--- src/rtl/ies_pkg.sv ---
// ----------------------------------------------------------------------------
// ies_pkg
// shared widths, constants and types of the isotropic elastic stress core
// ----------------------------------------------------------------------------
package ies_pkg;

    localparam int STRAIN_W  = 32;
    localparam int STRESS_W  = 64;
    localparam int COEF_W    = 56;
    localparam int LAME_W    = 57;
    localparam int YM_W      = 32;
    localparam int NU_W      = 17;

    localparam int S_DATA_W  = 6 * STRAIN_W;
    localparam int M_DATA_W  = 560;

    // serial divider: quotient of (num * 2^FRAC) / den
    localparam int DIV_NUM_W = 50;
    localparam int DIV_DEN_W = 36;
    localparam int DIV_FRAC  = 32;
    localparam int DIV_STEPS = DIV_NUM_W + DIV_FRAC;
    localparam int DIV_CNT_W = $clog2(DIV_STEPS + 1);
    localparam int DIV_Q_W   = COEF_W + 1;

    localparam int ONE_Q16   = 65536;
    localparam int HALF_Q16  = 32768;

    localparam logic [YM_W-1:0] YM_RESET = 32'd1;
    localparam logic [NU_W-1:0] NU_RESET = 17'd19661;

    // register indexes
    localparam logic REG_YM = 1'b0;
    localparam logic REG_NU = 1'b1;

    typedef enum logic [2:0] {
        CS_PREP,
        CS_LOAD,
        CS_RUN,
        CS_FIN,
        CS_IDLE
    } t_cstate;

endpackage

--- src/rtl/ies_div.sv ---
// ----------------------------------------------------------------------------
// ies_div
// restoring divider, one quotient bit per cycle, overflow past COEF_W+1 bits
// ----------------------------------------------------------------------------
module ies_div (
    input  logic                              i_clk,
    input  logic                              i_rst_n,
    input  logic                              i_start,
    input  logic [ies_pkg::DIV_NUM_W-1:0]     i_num,
    input  logic [ies_pkg::DIV_DEN_W-1:0]     i_den,
    output logic                              o_busy,
    output logic [ies_pkg::DIV_Q_W-1:0]       o_quot,
    output logic                              o_ovf
);

    logic [ies_pkg::DIV_STEPS-1:0] r_shift;
    logic [ies_pkg::DIV_DEN_W-1:0] r_den;
    logic [ies_pkg::DIV_DEN_W-1:0] r_rem;
    logic [ies_pkg::DIV_Q_W-1:0]   r_quot;
    logic                          r_ovf;
    logic [ies_pkg::DIV_CNT_W-1:0] r_cnt;

    logic [ies_pkg::DIV_DEN_W:0]   trial;
    logic                          qbit;
    logic [ies_pkg::DIV_DEN_W-1:0] n_rem;

    always_comb begin
        trial = {r_rem, r_shift[ies_pkg::DIV_STEPS-1]};
        qbit  = (trial >= {1'b0, r_den});
        n_rem = qbit ? ies_pkg::DIV_DEN_W'(trial - {1'b0, r_den})
                     : ies_pkg::DIV_DEN_W'(trial);
    end

    always_ff @(posedge i_clk) begin
        if (!i_rst_n) begin
            r_cnt <= '0;
        end else if (i_start) begin
            r_cnt <= ies_pkg::DIV_CNT_W'(ies_pkg::DIV_STEPS);
        end else if (r_cnt != '0) begin
            r_cnt <= r_cnt - 1'b1;
        end
    end

    always_ff @(posedge i_clk) begin
        if (i_start) begin
            r_shift <= {i_num, {ies_pkg::DIV_FRAC{1'b0}}};
            r_den   <= i_den;
            r_rem   <= '0;
            r_quot  <= '0;
            r_ovf   <= 1'b0;
        end else if (r_cnt != '0) begin
            r_shift <= {r_shift[ies_pkg::DIV_STEPS-2:0], 1'b0};
            r_rem   <= n_rem;
            r_quot  <= {r_quot[ies_pkg::DIV_Q_W-2:0], qbit};
            r_ovf   <= r_ovf | r_quot[ies_pkg::DIV_Q_W-1];
        end
    end

    assign o_busy = (r_cnt != '0);
    assign o_quot = r_quot;
    assign o_ovf  = r_ovf;

endmodule

--- config.mk ---
export PLATFORM = sky130hd
export DESIGN_NAME = ies_div
export DESIGN_NICKNAME = d
export VERILOG_FILES = /design/src/rtl/ies_pkg.sv /design/src/rtl/ies_div.sv
export SDC_FILE = /design/constraint.sdc
export NUM_CORES = 1
export LEC_CHECK = 0
export BUFFER_PORTS_ARGS = -buffer_cell sky130_fd_sc_hd__buf_4
export CORE_ASPECT_RATIO = 0.5
export CORE_MARGIN = 1.5
export CORE_UTILIZATION = 40
export DETAILED_ROUTE_END_ITERATION = 10
export SYNTH_ARGS = -nofsm -noshare
export SYNTH_HDL_FRONTEND = slang
export SYNTH_SLANG_ARGS = --single-unit
export TNS_END_PERCENT = 10
--- constraint.sdc ---
create_clock -name i_clk -period 3.3 [get_ports i_clk]
set_input_delay 0.33 -clock i_clk [delete_from_list [all_inputs] [get_ports i_clk]]
set_output_delay 0.33 -clock i_clk [all_outputs]
set_load 0.02 [all_outputs]
==> run metrics <==
leakage 4.60 nW; NetSw 3.02 mW; IO Pins 148; f_max 323 MHz; fin crit share 93.8%; Mapped Area 0.00918 sq mm; GRT Util Overall 18.6%; Layout Skew 8.39 ps; Peak VDD IR 0.000333 V; first-pass GRT wire length 34.6 mm; Place WS 230 ps; die span in x 217 um; mux contribution to synthesized area 6.34%; Max Cap Viol 0; layout cells sized above 1 23.1%; fill count 2072; clock network power share 26.4%; pwr/cell area 748 mW/mm^2; Yosys top cell area share 28.1%; # setup viols final 0; Reg area 0.00460 sq mm; Clk pin slew, worst setup/hold paths 70 ps; DIE AREA 0.0239 sq mm; Worst Setup End Kind flop; critical path peak fanout 20; Sequential Power Share 36.3%; Slew HR 39.1%; Top FF cell, synth dfxtp_1; H-tree Lvls 4; Comb pwr share 37.4%; Inserted Diodes 0; post-layout total power 8.36 mW; compound-cell area share of the yosys netlist 15.8%; core box area 0.0221 sq mm; worst skew pair latency 450 ps; worst reg-to-reg setup slack 210 ps; Syn Area/Cell 9.71 sq um; EDFF count, synth 86; Hold/Removal Path Class input pin to flop; pin count of the biggest net entering global routing 82; Hold Vio Cnt, Final 0; Final ANT Viol Nets 0; Post-CTS Setup Bufs 0; Simple-Gate Fraction of Synth Area 14.6%; port bufs 147; slew of the pin with the lowest slew margin 890 ps; post-synthesis xor/xnor area fraction 3.05%; Synth-to-Final Area Change 21.8%; fin crit period 3090 ps; Worst setup SP type flop; Routed WL 21.2 mm; CTS sink cnt 187; Final Slew Violations 0; net count after synthesis 1073; FP Rows 38; final worst slack 205 ps; CP Data Arrival Time 3470 ps; largest cells by area after synthesis edfxtp_1, dfxtp_1, nand2_1; WL/cell 15.3 um; Syn Inst Count 945; CTS tree yes; most common cell after layout, fill and taps aside buf_4; Worst EP required 3680 ps; Yosys cell types 59; Root Driver clkbuf_16; number of global-route vias before repair 6877; Ys Warns 0; initial core utilization 41.6%; via count 7156; 1st-iter DRT viols 315; TritonRoute pass-1 iters 4; antenna violations before repair 0; Final HPWL DP 14.9 mm; DR DRC count 0; FFs w/ async S/R, synth 0%; cell taking the most area after synthesis edfxtp_1; switching part of the total 36.1%; clock buffer count from CTS 17; Crit Path Category flop to flop; total grt overflow 0; Multi-input gate area 0.00416 sq mm; chip height 110 um; adder-cell share of the synthesized area 5.40%; Via density 5.17; FF+latch count, synth 187; post-layout net count 1200; register area share after synthesis 50.2%; status complete, no violations; gpl congestion 0.875; largest family of logic cells by synthesized area compound AO/OA/AOI/OAI gates; clock buffer depth 2; RSZ-0062 raised after global routing yes; Internal Power 5.34 mW; most frequent cells in the layout buf_4, nand2_1, dfxtp_1, a21oi_1, edfxtp_1
## cell families (layout without fill, tap and decap cells)
group / count (synthesis) / after routing
AND/OR/NAND/NOR: 306 / 306
adder cells (fa/ha/maj): 39 / 39
buffers and inverters: 102 / 242
AO/OA/AOI/OAI: 227 / 227
flip-flops: 187 / 187
XOR/XNOR: 32 / 32
multiplexers: 52 / 52
## sequential cells by signal, indices dropped and copies added, names as in the netlist
name	flops
o_quot	57
r_shift	50
r_den	36
r_rem	36
r_cnt	7
o_ovf	1
## worst paths after layout
| kind | depth (start not counted) | start | to |
|---|---|---|---|
| setup reg to reg | 12 | r_den[27]$_DFFE_PP_ | r_rem[34]$_SDFFE_PP0P_ |
| hold / removal | 1 | i_den[4] | r_den[4]$_DFFE_PP_ |
| setup / recovery | 12 | r_den[27]$_DFFE_PP_ | r_rem[34]$_SDFFE_PP0P_ |
| hold reg to reg | 2 | o_quot[28]$_SDFFE_PP0P_ | o_quot[28]$_SDFFE_PP0P_ |
## routing by layer
layer	track usage, %	up-vias	share of wire [%]
met3	5.46	28	5.6
met4	6.85	0	1.6
met1	23.7	3355	46
met5	0	-	0
met2	30.0	155	46
li1	-	3618	-
## critical path, stage by stage, from the launching register on
cell and delay (ps):
edfxtp_1 330, inv_1 40, ha_1 440, and4_1 290, nand4_1 190, or3_1 420
nor4_1 240, a2111oi_1 110, o21a_2 160, buf_4 220, a2111oi_4 210, o311ai_1 170
a31oi_1 180
## area by class of cell
cell class              instances  share of cell area [%]
inverters                      50                    1.69
flip-flops and latches        187                    41.2
multi-input cells             656                    37.2
clock inverters                15                    1.86
repair buffers                160                    10.9
clock buffers                  17                    3.80
well taps                     300                    3.36
## through the flow
| step | setup TNS [ps] | cells | utilization [%] | instance area (sq um) | hold WS (ps) |
|---|---|---|---|---|---|
| 3_5_place_dp | 0 | 1353 | 47.8 | 10500 | 459 |
| 4_1_cts | 0 | 1385 | 50.6 | 11200 | 16.9 |
| 5_1_grt | -10.8 | 1385 | 50.7 | 11200 | 13.7 |
| 6_report | 0 | 1385 | 50.7 | 11200 | 47.5 |
| 3_3_place_gp | 0 | 1353 | 47.8 | 10500 | 449 |
| 2_1_floorplan | 0 | 945 | - | 9180 | 429 |
## Yosys cell counts (31+ instances only)
| cell type | instances |
|---|---|
| edfxtp_1 | 86 |
| nor2_1 | 66 |
| a21oi_1 | 96 |
| nand2_1 | 149 |
| a211oi_1 | 31 |
| dfxtp_1 | 101 |
| clkbuf_1 | 36 |
| nor3_1 | 31 |
| ha_1 | 38 |
| mux2_2 | 49 |
| inv_1 | 47 |
## power groups by stage
stage	Clock, mW	Combinational, mW	Sequential [mW]
6_report	2.20	3.13	3.03
5_1_grt	2.34	3.50	3.08
4_1_cts	2.26	3.11	3.03
2_1_floorplan	0	2.47	3.03
3_3_place_gp	0	3.08	3.07
3_5_place_dp	0	3.09	3.08
## repair_timing
item,in CTS,in global routing
resized for setup,0,3
endpoints found under the hold margin,0,0
endpoints found under the setup margin,0,4
hold buffers,0,0
No activity file was read; power rests on OpenSTA's default activity.
